**config.mk**
```make
export PLATFORM = sky130hd
export DESIGN_NAME = timed_bit_serializer
export DESIGN_NICKNAME = d
export VERILOG_FILES = /design/src/rtl/tbs_pkg.sv /design/src/rtl/timed_bit_serializer.sv
export SDC_FILE = /design/constraint.sdc
export NUM_CORES = 1
export LEC_CHECK = 0
export ABC_AREA = 1
export BUFFER_PORTS_ARGS = -buffer_cell sky130_fd_sc_hd__buf_4
export CORE_MARGIN = 2
export CORE_UTILIZATION = 55
export DETAILED_ROUTE_END_ITERATION = 7
export HOLD_SLACK_MARGIN = 0.03
export PLACE_DENSITY = 0.83
export SLEW_MARGIN = 5
export SYNTH_ARGS = -nofsm -noshare
export SYNTH_HDL_FRONTEND = slang
export SYNTH_SLANG_ARGS = --single-unit
```
**constraint.sdc**
```tcl
create_clock -name clk -period 2.8 [get_ports clk]
set_input_delay 0 -clock clk [delete_from_list [all_inputs] [get_ports clk]]
set_output_delay 0 -clock clk [all_outputs]
set_load 0.005 [all_outputs]
```
**src/rtl/tbs_pkg.sv**
```systemverilog
// Types, codes and constants of the timed bit serializer.
package tbs_pkg;

	localparam int unsigned MAX_BITS    = 32;
	localparam int unsigned DATA_W      = 32;
	localparam int unsigned COUNT_W     = 6;
	localparam int unsigned PERIOD_W    = 16;
	localparam int unsigned SENT_W      = 16;
	localparam int unsigned S_TDATA_W   = 40;
	localparam int unsigned M_TDATA_W   = 24;
	localparam int unsigned ADDR_W      = 4;
	localparam int unsigned APB_DATA_W  = 32;

	// input item kinds
	localparam logic [1:0] KIND_TICK  = 2'd0;
	localparam logic [1:0] KIND_START = 2'd1;
	localparam logic [1:0] KIND_ABORT = 2'd2;

	// result status codes
	localparam logic [1:0] ST_OK       = 2'd0;
	localparam logic [1:0] ST_INVALID  = 2'd1;
	localparam logic [1:0] ST_BUSY     = 2'd2;
	localparam logic [1:0] ST_NOT_BUSY = 2'd3;

	// register indexes (byte address is 4 * index)
	localparam logic [1:0] REG_BIT_PERIOD = 2'd0;
	localparam logic [1:0] REG_MSB_LEAD   = 2'd1;
	localparam logic [1:0] REG_REST_LEVEL = 2'd2;

	// result item, line_level in the lowest bit
	typedef struct packed {
		logic [SENT_W-1:0] sent_count;
		logic              done_res;
		logic [1:0]        status;
		logic              busy_res;
		logic              line_level;
	} res_t;

	localparam int unsigned RES_W = $bits(res_t);

endpackage

```
**src/rtl/timed_bit_serializer.sv**
```systemverilog
// Top level of the timed bit serializer: state, next-state logic and output skid.
//
// Channel   Dir  Handshake         Contents
// s_*       in   tvalid/tready     tdata: tx_word, tx_len; tuser: kind
// m_*       out  tvalid/tready     tdata: line_level, busy_res, status, done_res, sent_count
// APB       in   psel/penable      bit_period, msb_lead, rest_level (addr 0x0, 0x4, 0x8)
//
// Each accepted item updates the transfer state at the edge that accepts it, and the result
// is registered at that same edge, in the output register or, while that one is held, in
// the skid entry, so an item can enter in every cycle while s_tready is high. The two-entry
// output keeps s_tready registered; it drops only once both entries hold unread results.
// arst_n clears the transfer state, the counter and the registers to their reset values.
module timed_bit_serializer (
	input  logic                            clk,
	input  logic                            arst_n,
	// slave stream
	input  logic                            s_tvalid,
	output logic                            s_tready,
	// [31:0] tx_word, [37:32] tx_len, [39:38] zero
	input  logic [tbs_pkg::S_TDATA_W-1:0]   s_tdata,
	// [1:0] kind
	input  logic [1:0]                      s_tuser,
	// master stream
	output logic                            m_tvalid,
	input  logic                            m_tready,
	// [0] line_level, [1] busy_res, [3:2] status, [4] done_res, [20:5] sent_count,
	// [23:21] zero
	output logic [tbs_pkg::M_TDATA_W-1:0]   m_tdata,
	// configuration
	input  logic                            psel,
	input  logic                            penable,
	input  logic                            pwrite,
	input  logic [tbs_pkg::ADDR_W-1:0]      paddr,
	input  logic [tbs_pkg::APB_DATA_W-1:0]  pwdata,
	output logic [tbs_pkg::APB_DATA_W-1:0]  prdata,
	output logic                            pready
);
	import tbs_pkg::*;

	// configuration registers
	logic [PERIOD_W-1:0] bit_period_q;
	logic                msb_lead_q;
	logic                rest_level_q;

	// transfer state
	logic                active_q;
	logic [DATA_W-1:0]   shift_data_q;
	logic [COUNT_W-1:0]  send_length_q;
	logic [COUNT_W-1:0]  bit_index_q;
	logic [PERIOD_W-1:0] ticks_left_q;
	logic                line_out_q;
	logic [SENT_W-1:0]   completed_q;

	// next-state values
	logic                active_d;
	logic [DATA_W-1:0]   shift_data_d;
	logic [COUNT_W-1:0]  send_length_d;
	logic [COUNT_W-1:0]  bit_index_d;
	logic [PERIOD_W-1:0] ticks_left_d;
	logic                line_out_d;
	logic [SENT_W-1:0]   completed_d;
	logic [1:0]          status_d;
	logic                done_d;

	// output skid
	res_t                res_d;
	res_t                out_q;
	res_t                skid_q;
	logic                out_valid_q;
	logic                skid_valid_q;

	logic                in_acc;
	logic                out_acc;
	logic                cfg_wr;
	logic [1:0]          cfg_idx;

	logic [1:0]          kind;
	logic [DATA_W-1:0]   tx_word;
	logic [COUNT_W-1:0]  tx_len;
	logic [COUNT_W-1:0]  clamped_count;
	logic [2:0]          bit_pos;
	logic                next_bit;

	assign kind    = s_tuser;
	assign tx_word = s_tdata[DATA_W-1:0];
	assign tx_len  = s_tdata[DATA_W +: COUNT_W];

	assign clamped_count = (tx_len > COUNT_W'(MAX_BITS)) ? COUNT_W'(MAX_BITS) : tx_len;

	// bit within the current byte; MSB-first mirrors the position
	assign bit_pos  = bit_index_q[2:0] ^ {3{msb_lead_q}};
	assign next_bit = bit_index_q[COUNT_W-1] ? 1'b0
			: shift_data_q[{bit_index_q[4:3], bit_pos}];

	// ---------------- configuration port ----------------
	assign pready  = 1'b1;
	assign cfg_idx = paddr[3:2];
	assign cfg_wr  = psel && penable && pwrite && pready;

	always_ff @(posedge clk or negedge arst_n) begin
		if (!arst_n) begin
			bit_period_q <= PERIOD_W'(1);
			msb_lead_q   <= 1'b1;
			rest_level_q <= 1'b1;
		end else if (cfg_wr) begin
			unique case (cfg_idx)
				REG_BIT_PERIOD: bit_period_q <= pwdata[PERIOD_W-1:0];
				REG_MSB_LEAD:   msb_lead_q   <= pwdata[0];
				REG_REST_LEVEL: rest_level_q <= pwdata[0];
				default: ;
			endcase
		end
	end

	always_comb begin
		prdata = '0;
		unique case (cfg_idx)
			REG_BIT_PERIOD: prdata = APB_DATA_W'(bit_period_q);
			REG_MSB_LEAD:   prdata = APB_DATA_W'(msb_lead_q);
			REG_REST_LEVEL: prdata = APB_DATA_W'(rest_level_q);
			default:        prdata = '0;
		endcase
	end

	// ---------------- next-state logic ----------------
	always_comb begin
		active_d      = active_q;
		shift_data_d  = shift_data_q;
		send_length_d = send_length_q;
		bit_index_d   = bit_index_q;
		ticks_left_d  = ticks_left_q;
		line_out_d    = line_out_q;
		completed_d   = completed_q;
		status_d      = ST_OK;
		done_d        = 1'b0;

		unique case (kind)
			KIND_START: begin
				// zero period is checked ahead of busy
				priority if (bit_period_q == '0) begin
					status_d = ST_INVALID;
				end else if (active_q) begin
					status_d = ST_BUSY;
				end else begin
					shift_data_d  = tx_word;
					send_length_d = clamped_count;
					bit_index_d   = '0;
					active_d      = 1'b1;
					line_out_d    = rest_level_q;
					ticks_left_d  = bit_period_q;
				end
			end
			KIND_ABORT: begin
				if (!active_q) begin
					status_d = ST_NOT_BUSY;
				end else begin
					active_d   = 1'b0;
					line_out_d = rest_level_q;
				end
			end
			KIND_TICK: begin
				if (active_q) begin
					if (ticks_left_q <= PERIOD_W'(1)) begin
						if (bit_index_q < send_length_q) begin
							line_out_d   = next_bit;
							bit_index_d  = bit_index_q + COUNT_W'(1);
							ticks_left_d = bit_period_q;
						end else begin
							// one period after the last bit: back to idle
							line_out_d   = rest_level_q;
							active_d     = 1'b0;
							completed_d  = completed_q + SENT_W'(1);
							done_d       = 1'b1;
							ticks_left_d = '0;
						end
					end else begin
						ticks_left_d = ticks_left_q - PERIOD_W'(1);
					end
				end
			end
			default: ;  // unused kind: no effect
		endcase

		res_d.line_level = line_out_d;
		res_d.busy_res   = active_d;
		res_d.status     = status_d;
		res_d.done_res   = done_d;
		res_d.sent_count = completed_d;
	end

	// ---------------- state registers ----------------
	assign in_acc  = s_tvalid && s_tready;
	assign out_acc = m_tvalid && m_tready;

	always_ff @(posedge clk or negedge arst_n) begin
		if (!arst_n) begin
			active_q      <= 1'b0;
			shift_data_q  <= '0;
			send_length_q <= '0;
			bit_index_q   <= '0;
			ticks_left_q  <= '0;
			line_out_q    <= 1'b1;
			completed_q   <= '0;
		end else if (in_acc) begin
			active_q      <= active_d;
			shift_data_q  <= shift_data_d;
			send_length_q <= send_length_d;
			bit_index_q   <= bit_index_d;
			ticks_left_q  <= ticks_left_d;
			line_out_q    <= line_out_d;
			completed_q   <= completed_d;
		end
	end

	// ---------------- output register and skid ----------------
	assign s_tready = !skid_valid_q;
	assign m_tvalid = out_valid_q;
	assign m_tdata  = M_TDATA_W'(out_q);

	always_ff @(posedge clk or negedge arst_n) begin
		if (!arst_n) begin
			out_valid_q  <= 1'b0;
			skid_valid_q <= 1'b0;
		end else begin
			if (!out_valid_q || out_acc) begin
				// output register free this cycle: skid drains first
				out_valid_q  <= skid_valid_q || in_acc;
				skid_valid_q <= 1'b0;
			end else if (in_acc) begin
				skid_valid_q <= 1'b1;
			end
		end
	end

	always_ff @(posedge clk) begin
		if (!out_valid_q || out_acc) begin
			out_q <= skid_valid_q ? skid_q : res_d;
		end
		if (out_valid_q && !out_acc && in_acc) begin
			skid_q <= res_d;
		end
	end

endmodule

```
* Word level (Yosys, flattened, before mapping)
Index checks and enable logic that the tools add are counted.
** Word-level totals
- Output and inout bits :: 59
- Input bits :: 85
- Register bits after elaboration :: 140
- Word-level logic and storage cells :: 107
** Operators by class
- Reduce and logical (&&, ||, !) cells :: 22
- $lt $le $gt $ge :: 4
- Bitwise gates (word level) :: 3
- Muxes and demuxes :: 44
- Eq/ne operators :: 9
- Add/subtract/negate cells :: 3
** Operators with widths (count)
- 16-bit two-way mux :: 9
- 16-bit case mux with 3 select lines :: 1
- 6-bit two-way mux :: 6
- 16-bit case mux with 2 select lines :: 1
- 21-bit two-way mux :: 1
- 1-bit two-way mux :: 18
- 16-bit by 1-bit adder with 16-bit output (second input constant) :: 1
- 16-bit by 1-bit less-or-equal comparator with 1-bit output (second input constant) :: 1
- 16-bit zero test :: 1
- 16-bit by 1-bit subtractor with 16-bit output (second input constant) :: 1
- 6-bit case mux with 2 select lines :: 1
- 2-bit inequality test (second input constant) :: 5
- 7-bit AND reduction :: 1
- 6-bit by 1-bit adder with 6-bit output (second input constant) :: 1
- 6-bit > comparator (second input constant) :: 1
- 1-bit logical AND :: 6
- 5-bit by 6-bit < comparator with 1-bit output (second input constant) :: 1
- 6-bit < comparator :: 1
- 2-bit two-way mux :: 3
- 1-bit case mux with 3 select lines :: 2
- 2-bit AND reduction :: 3
- 1-bit binary-select mux with 5-bit select :: 1
- 5-bit AND reduction :: 1
- 2-bit by 1-bit equality test with 1-bit output (second input constant) :: 2
- other kinds (9) :: 16

* Depth between registers and ports, before layout
Gate-level depths: netlist of the first run.
- Depth in word-level cells :: 9
- Depth in mapped cells :: 19
- Gate-level depth less buffers :: 17

* Worst setup path after synthesis of the first run
No wires, ideal clock.
- Path type :: flip-flop to flip-flop
- Start :: reg out_valid_q, in the netlist m_tvalid
- End :: reg skid_q[0] in the netlist's numbering (enable)
- Cell stages (with the launch flop) :: 3
- Data arrival time :: 1.850 ns
- Path slack :: 0.552 ns
- Clock period less this slack :: 2.248 ns
- Library setup time :: 0.399 ns
- Data required time :: 2.401 ns
- Buffers on the path :: 0
- Cells stage by stage :: dfrtp_1 nand2_1 nor2_1
** Between the ends
- Word-level cells in the longest chain between the ends :: 4
** Ends and longest elaborated chain
- from (decl) :: line timed_bit_serializer.sv:69 : logic out_valid_q;
- from (signal assigned) :: line timed_bit_serializer.sv:227 : out_valid_q <= skid_valid_q || in_acc;
- 1-bit logical AND :: line timed_bit_serializer.sv:193 : assign out_acc = m_tvalid && m_tready;
- 1-bit zero test :: line timed_bit_serializer.sv:239 : if (out_valid_q && !out_acc && in_acc) begin
- 1-bit logical AND * (2 in series) :: line timed_bit_serializer.sv:239
- to (signal assigned) :: line timed_bit_serializer.sv:240 : skid_q <= res_d;
- to (decl) :: line timed_bit_serializer.sv:68 : res_t skid_q;
Every way passes the cells marked *; elsewhere a longest branch is shown, timed or not.
A chain may end at the register's enable or synchronous reset.

* Worst setup path in the final report of the first run
- Start :: reg bit_index_q[1]
- End :: reg bit_index_q[4]
** Between the ends
- Word-level cells in the longest chain between the ends :: 5
- Elaborated cells on any way between the ends :: 8
- Classes of those cells :: add/sub: 1; order compare: 1; eq/ne: 1; mux: 4; reduce/logical: 1
** Ends and longest elaborated chain
- from (decl) :: line timed_bit_serializer.sv:49 : logic [COUNT_W-1:0] bit_index_q;
- from (signal assigned) :: line timed_bit_serializer.sv:208 : bit_index_q <= bit_index_d;
- 6-bit by 1-bit adder with 6-bit output :: line timed_bit_serializer.sv:166 : bit_index_d = bit_index_q + COUNT_W'(1);
- 6-bit two-way mux :: line timed_bit_serializer.sv:164 : if (bit_index_q < send_length_q) begin
- 6-bit two-way mux :: line timed_bit_serializer.sv:163 : if (ticks_left_q <= PERIOD_W'(1)) begin
- 6-bit two-way mux :: line timed_bit_serializer.sv:162 : if (active_q) begin
- 6-bit case mux with 2 select lines :: line timed_bit_serializer.sv:137 : unique case (kind)
Several ways; a longest one is shown, not always the timed one. The select of a mux whose other input is x is not followed.

==> metrics.cfg, run 1 <==
[floorplanning]
die_h_um = 118.1
pin_count = 144
die_area_sq_um = 13940
start_util_pct = 56.47
num_rows = 41
core_sq_um = 12670
die_x_um = 118.1

[yosys]
synthesis.area_sq_um = 7156
synth.distinct_cells = 52
synth_flop_cell = dfrtp_1
synth_seq_area_share_pct = 51.97
synthTopCellsByArea = dfrtp_1 (33%), edfxtp_1 (18%), nand2_1 (15%)
yosysTopAreaCell = dfrtp_1
yosysWarnings = 0
synthArstFlopShare_pct = 70.00
avgSynthCellArea_sq_um = 8.301
synth_top_area_share_pct = 32.87
ys_ff_latch = 140
netlist_instances = 862
synth_edf_count = 42

[drt]
route.detailed.drc = 0
wl_per_cell_um = 14.09
via_per_inst = 5.246
num_vias = 6364
ant_nets = 0
totalWireLength_um = 17090
first_pass_iters = 5
dr.first_iter.drc_count = 446

[worst_setup_path]
cp-end-kind = flop
path_class = flop to flop
worstPathRequired_ps = 3110
cp-start-kind = flop
critPathArrivalTime_ps = 2910
crit_path_max_fanout = 11

[layout]
nFillCells = 888
syn2layout_area_growth_pct = 28.59
antenna_cells = 0
fin_util_pct = 72.62
layoutNonFillerInstCount = 1213
seq_area_sq_um = 3720
multi_input_area_sq_um = 2909
nNetsFinal = 1126
drive_above_1_share_pct = 16.71

[sta]
clock.fmax_ghz = 0.3840
slew_viol_final = 0
hold_violations = 0
period_needed_ps = 2604
fin_crit_sh_pct = 93.00
max-slew-margin-rel_pct = 23.04
setup_viol = 0
rsz0062_at_grt = false
skew_ps = 4.966
tightest_slew_ps = 1148
setup_tns_ps = 0

[global_route]
grt_use_total_pct = 25.21
grt_pass1_vias = 6034
grt_overflow = 0
grt_pass1_wl_um = 28210
grt_max_degree = 76
antenna_found_initial = 0

[placement]
dp_hpwl_um = 10700
portBuffers = 103
dpl.cell_count = 1121
place_congestion = 0.8868

[pwr]
power_switching_mw = 2.040
power_frac_comb_pct = 23.4
swShare_pct = 31.19
power.density_nw_per_um2 = 710.6
peakVddDrop_v = 0.0004384
seqPwrFrac_pct = 43.9
clkPwrFrac_pct = 32.8
p_int_mw = 4.499
p_leak_nw = 4.485

[clock_network]
cts_tree = built
clk_latency_ps = 430
cts_buffer_depth = 2
htreeDepth = 4
cts_buffers = 17
clk_pin_slew_worst_paths_ps = 60
cts.sinks = 140
cts_root_buffer = clkbuf_16

[hold_path]
hp-class = primary input to flop

[run_status]
status = completed

[flow_run]
drv_cap = 0

[stage by stage]
step / setup WS, ps / hold slack, ps / instance area, sq um / power (mW)
global route: 17.73 / 152.6 / 9201 / 6.909
global placement: 315.4 / 192.0 / 8039 / 4.222
finish: 196.0 / 98.42 / 9201 / 6.539
floorplan: 551.8 / -295.6 / 7223 / 3.808
detailed placement: 256.5 / 202.8 / 8039 / 4.287
CTS: 229.1 / 100.6 / 9190 / 6.508
[critical path, stage by stage (launching register included)]
cell and delay [ps]:
dfrtp_2 460, ha_1 280, a21boi_0 130, o2111ai_1 200, nand2_1 180, inv_1 150
nand2_1 110, nand2_2 190, nand2_2 210, inv_2 190, nand3_2 110, nor3_1 200
nor2_1 70
[metal layers]
metal	up-vias	GRT usage (%)	wire length, um
li1	3065	-	-
met1	2978	31.49	7070
met2	273	42.16	8539
met3	48	5.814	1047
met4	0	10.54	431
met5	-	0	0
[cell type report]
cell class	instances	share of cell area, %
Sequential cell	140	40.43
Multi-Input combinational cell	605	31.62
Timing Repair Buffer	175	15.88
Clock buffer	21	4.787
Inverter	89	3.644
Tap cell	172	2.339
Clock inverter	11	1.305
[path summary, 6_finish.rpt]
kind | start | to | slack (ps) | cells after the start
max | bit_index_q[1]$_DFFE_PN0P_ | bit_index_q[4]$_DFFE_PN0P_ | 200 | 12
min | m_tready | skid_valid_q$_DFFE_PN0P_ | 100 | 5
max reg2reg | bit_index_q[1]$_DFFE_PN0P_ | bit_index_q[4]$_DFFE_PN0P_ | 200 | 12
min reg2reg | shift_data_q[0]$_DFFE_PN0P_ | shift_data_q[0]$_DFFE_PN0P_ | 470 | 2
max in group asynchronous | arst_n | completed_q[10]$_DFFE_PN0P_ | 1760 | 3
min in group asynchronous | arst_n | shift_data_q[11]$_DFFE_PN0P_ | 270 | 2
[synth_stat cells, types with 2 or more instances]
cell type,count
inv_2,5
ha_1,13
buf_1,4
o21ai_0,40
buf_2,5
buf_4,21
xor2_1,16
nor3_2,2
nand3_2,3
nand4_1,3
a22oi_1,3
nand3_1,58
nand2_2,5
conb_1,2
xnor2_1,3
nor4_1,7
clkbuf_1,15
edfxtp_1,42
a31oi_1,3
o31ai_1,2
a21boi_0,2
inv_1,82
o211ai_1,5
dfstp_2,4
a21oi_1,33
o221ai_1,4
dfrtp_1,94
nand2_1,290
nor2_1,64
buf_6,2
nor3_1,9
[registers in the layout, summed over array words and instances, names as in the netlist]
| register | flops |
|---|---|
| shift_data_q | 32 |
| m_tdata | 21 |
| skid_q | 21 |
| bit_period_q | 16 |
| completed_q | 16 |
| ticks_left_q | 16 |
| bit_index_q | 6 |
| send_length_q | 6 |
| active_q | 1 |
| line_out_q | 1 |
| m_tvalid | 1 |
| msb_lead_q | 1 |
| rest_level_q | 1 |
| skid_valid_q | 1 |
[power groups by stage]
stage	combinational, mW	clock, mW	sequential [mW]
2_1_floorplan	1.00	0	2.81
3_3_place_gp	1.35	0	2.87
3_5_place_dp	1.40	0	2.89
4_1_cts	1.49	2.16	2.85
5_1_grt	1.74	2.26	2.92
6_report	1.53	2.14	2.87
[cells in the final DEF (no fill, tap or decap), drive strengths merged, types with 3 or more instances in the layout]
| cell | instances |
|---|---|
| ha | 13 |
| nor3 | 13 |
| nand4 | 4 |
| buf | 116 |
| nand2 | 296 |
| clkbuf | 21 |
| nand3 | 61 |
| dlygate4sd3 | 59 |
| dfstp | 4 |
| o221ai | 4 |
| inv | 88 |
| edfxtp | 42 |
| o21ai | 42 |
| conb | 20 |
| dfrtp | 94 |
| o211ai | 5 |
| clkinv | 8 |
| nor4 | 7 |
| xor2 | 16 |
| a31oi | 3 |
| a21oi | 34 |
| xnor2 | 3 |
| nor2 | 66 |
| a22oi | 3 |
[timing repair]
item                       4_1_cts  5_1_grt
setup endpoints to repair        0       19
hold endpoints to repair       127        0
gates resized for setup          0        1
setup buffers                    0        0
hold buffers                    59        0
[logic make-up after synthesis]
| kind of cell | Yosys count | synth area share, % |
|---|---|---|
| compound gates | 100 | 8.131 |
| xor+xnor | 19 | 2.326 |
| fa+ha+maj | 13 | 2.273 |
| buf+inv | 136 | 8.550 |
| flops | 140 | 51.97 |
| other cells | 2 | 0.1050 |
| simple gates | 452 | 26.65 |
(Power assumes the default switching activity.)
==> inputs of run 2 (changes only) <==
- CELL_PAD_IN_SITES_DETAIL_PLACEMENT: not set -> 1
- CELL_PAD_IN_SITES_GLOBAL_PLACEMENT: not set -> 2
- CORE_UTILIZATION: 55 -> 32
- PLACE_DENSITY: 0.83 -> 0.82
==> metrics.cfg, run 2 (synthesis results as in run 1) <==
[clock_network]
clk_pin_slew_worst_paths_ps = 60
cts.sinks = 140
clk_latency_ps = 420
post-cts-setup-buffer-count = 0
cts_buffers = 17
htreeDepth = 4
cts_buffer_depth = 2
cts_root_buffer = clkbuf_16
cts_tree = built
cts_resized = 0

[worst_setup_path]
r2r-start = ticks_left_q[0]$_DFFE_PN0P_
r2r-end = m_tdata[18]$_DFFE_PN_
cp_top_family = simple AND/OR/NAND/NOR gates
path_class = flop to flop
rr_worst_depth = 14
critical_path.max_stage_delay_ps = 380
crit_top_cell = nand2_1
crit_path_max_fanout = 5
crit_buf_inv = 3
cp_slowest_cell = dfrtp_1
cp-end-kind = flop
critPathArrivalTime_ps = 2650
crit_chain = inv_1 -> ha_1 -> nand2_1 -> inv_1 -> nand2_2 -> a21oi_4 -> nand4_2 -> nor2_4 -> nand2_4 -> clkinv_2 -> nand3_2 -> and2_4 -> nand2_1 -> nand2_1
cp-start-kind = flop
worstPathRequired_ps = 2980
r2r_slack_ps = 320
crit_start = ticks_left_q[0]$_DFFE_PN0P_

[sta]
slew_viol_final = 0
period_needed_ps = 2475
hold_violations = 0
fin_crit_sh_pct = 88.40
clock.fmax_ghz = 0.4040
max-slew-margin-rel_pct = 31.87
layout_setup_ws_ps = 324.7
hold_slack_ps = 142.8
setup_tns_ps = 0
skew_ps = 7.907
tightest_slew_ps = 1020
rsz0062_at_grt = false
setup_viol = 0

[floorplanning]
die_area_sq_um = 23570
die_x_um = 153.5
pin_count = 144
die_h_um = 153.5
core_sq_um = 21890
num_rows = 54
start_util_pct = 32.69

[layout]
seq_area_sq_um = 3719
antenna_cells = 0
nNetsFinal = 1132
nFillCells = 2596
layout_common_cells = nand2_1 (290), buf_4 (120), dfrtp_1 (94)
multi_input_area_sq_um = 2899
layoutNonFillerInstCount = 1327
largest-register = shift_data_q
drive_above_1_share_pct = 17.10
mostFrequentLayoutCell = nand2_1
largest_register_ff_count = 32
stdcell_area_sq_um = 9499
fin_util_pct = 43.39
syn2layout_area_growth_pct = 32.75

[drt]
route.detailed.drc = 0
first_pass_iters = 4
num_vias = 6186
wl_per_cell_um = 14.77
via_per_inst = 4.662
ant_nets = 0
totalWireLength_um = 19600
dr.first_iter.drc_count = 246

[pwr]
p_leak_nw = 4.576
peakVddDrop_v = 0.0003664
power_mw = 6.923
power.density_nw_per_um2 = 728.8

[global_route]
grt_pass1_wl_um = 33100
grt_max_degree = 54
grt_pass1_vias = 6615
antenna_found_initial = 0
grt_overflow = 0
grt_use_total_pct = 17.28

[placement]
postPlaceCellArea_sq_um = 8224
place_congestion = 0.7668
portBuffers = 103
dp_hpwl_um = 13630
dpl.cell_count = 1234
place_ws_ps = 332.9

[run_status]
status = completed

[hold_path]
hp-class = primary input to async pin

[flow_run]
drv_cap = 0

-- run 2: repair_timing --
action	CTS	global route
hold buffers	61	0
setup endpoints to repair	0	0
endpoints found under the hold margin	106	0
-- run 2: metal layers --
metal  share of wire, %  global-route usage (%)  vias up
met5                  0                       0        -
met4                1.4                   5.417        0
met3                2.5                   2.593       17
met2                 49                   30.03      102
met1                 47                   22.22     2987
li1                   -                       -     3080
-- run 2: power by group --
part	internal (mW)	leakage, nW	total (mW)	switching (mW)
Sequential	2.57	1.61	2.88	0.311
Combinational	0.645	2.64	1.55	0.908
Clock	1.61	0.325	2.49	0.885
Total	4.82	4.58	6.92	2.10
-- run 2: area by class of cell --
type	count	area share [%]
clock buffer	27	6.085
clock inverter	5	0.9089
inverter	89	3.530
multi-input combinational	604	30.52
sequential	140	39.15
tap	280	3.688
timing repair buffer	182	16.12
-- run 2: worst max-delay path by stage --
| stage | to | cells after the start |
|---|---|---|
| 2_1_floorplan | skid_q[0]$_DFFE_PP_ | 2 |
| 3_3_place_gp | m_tdata[18]$_DFFE_PN_ | 14 |
| 3_5_place_dp | m_tdata[18]$_DFFE_PN_ | 14 |
| 4_1_cts | m_tdata[18]$_DFFE_PN_ | 14 |
| 5_1_grt | m_tdata[14]$_DFFE_PN_ | 12 |
| 6_report | m_tdata[18]$_DFFE_PN_ | 14 |
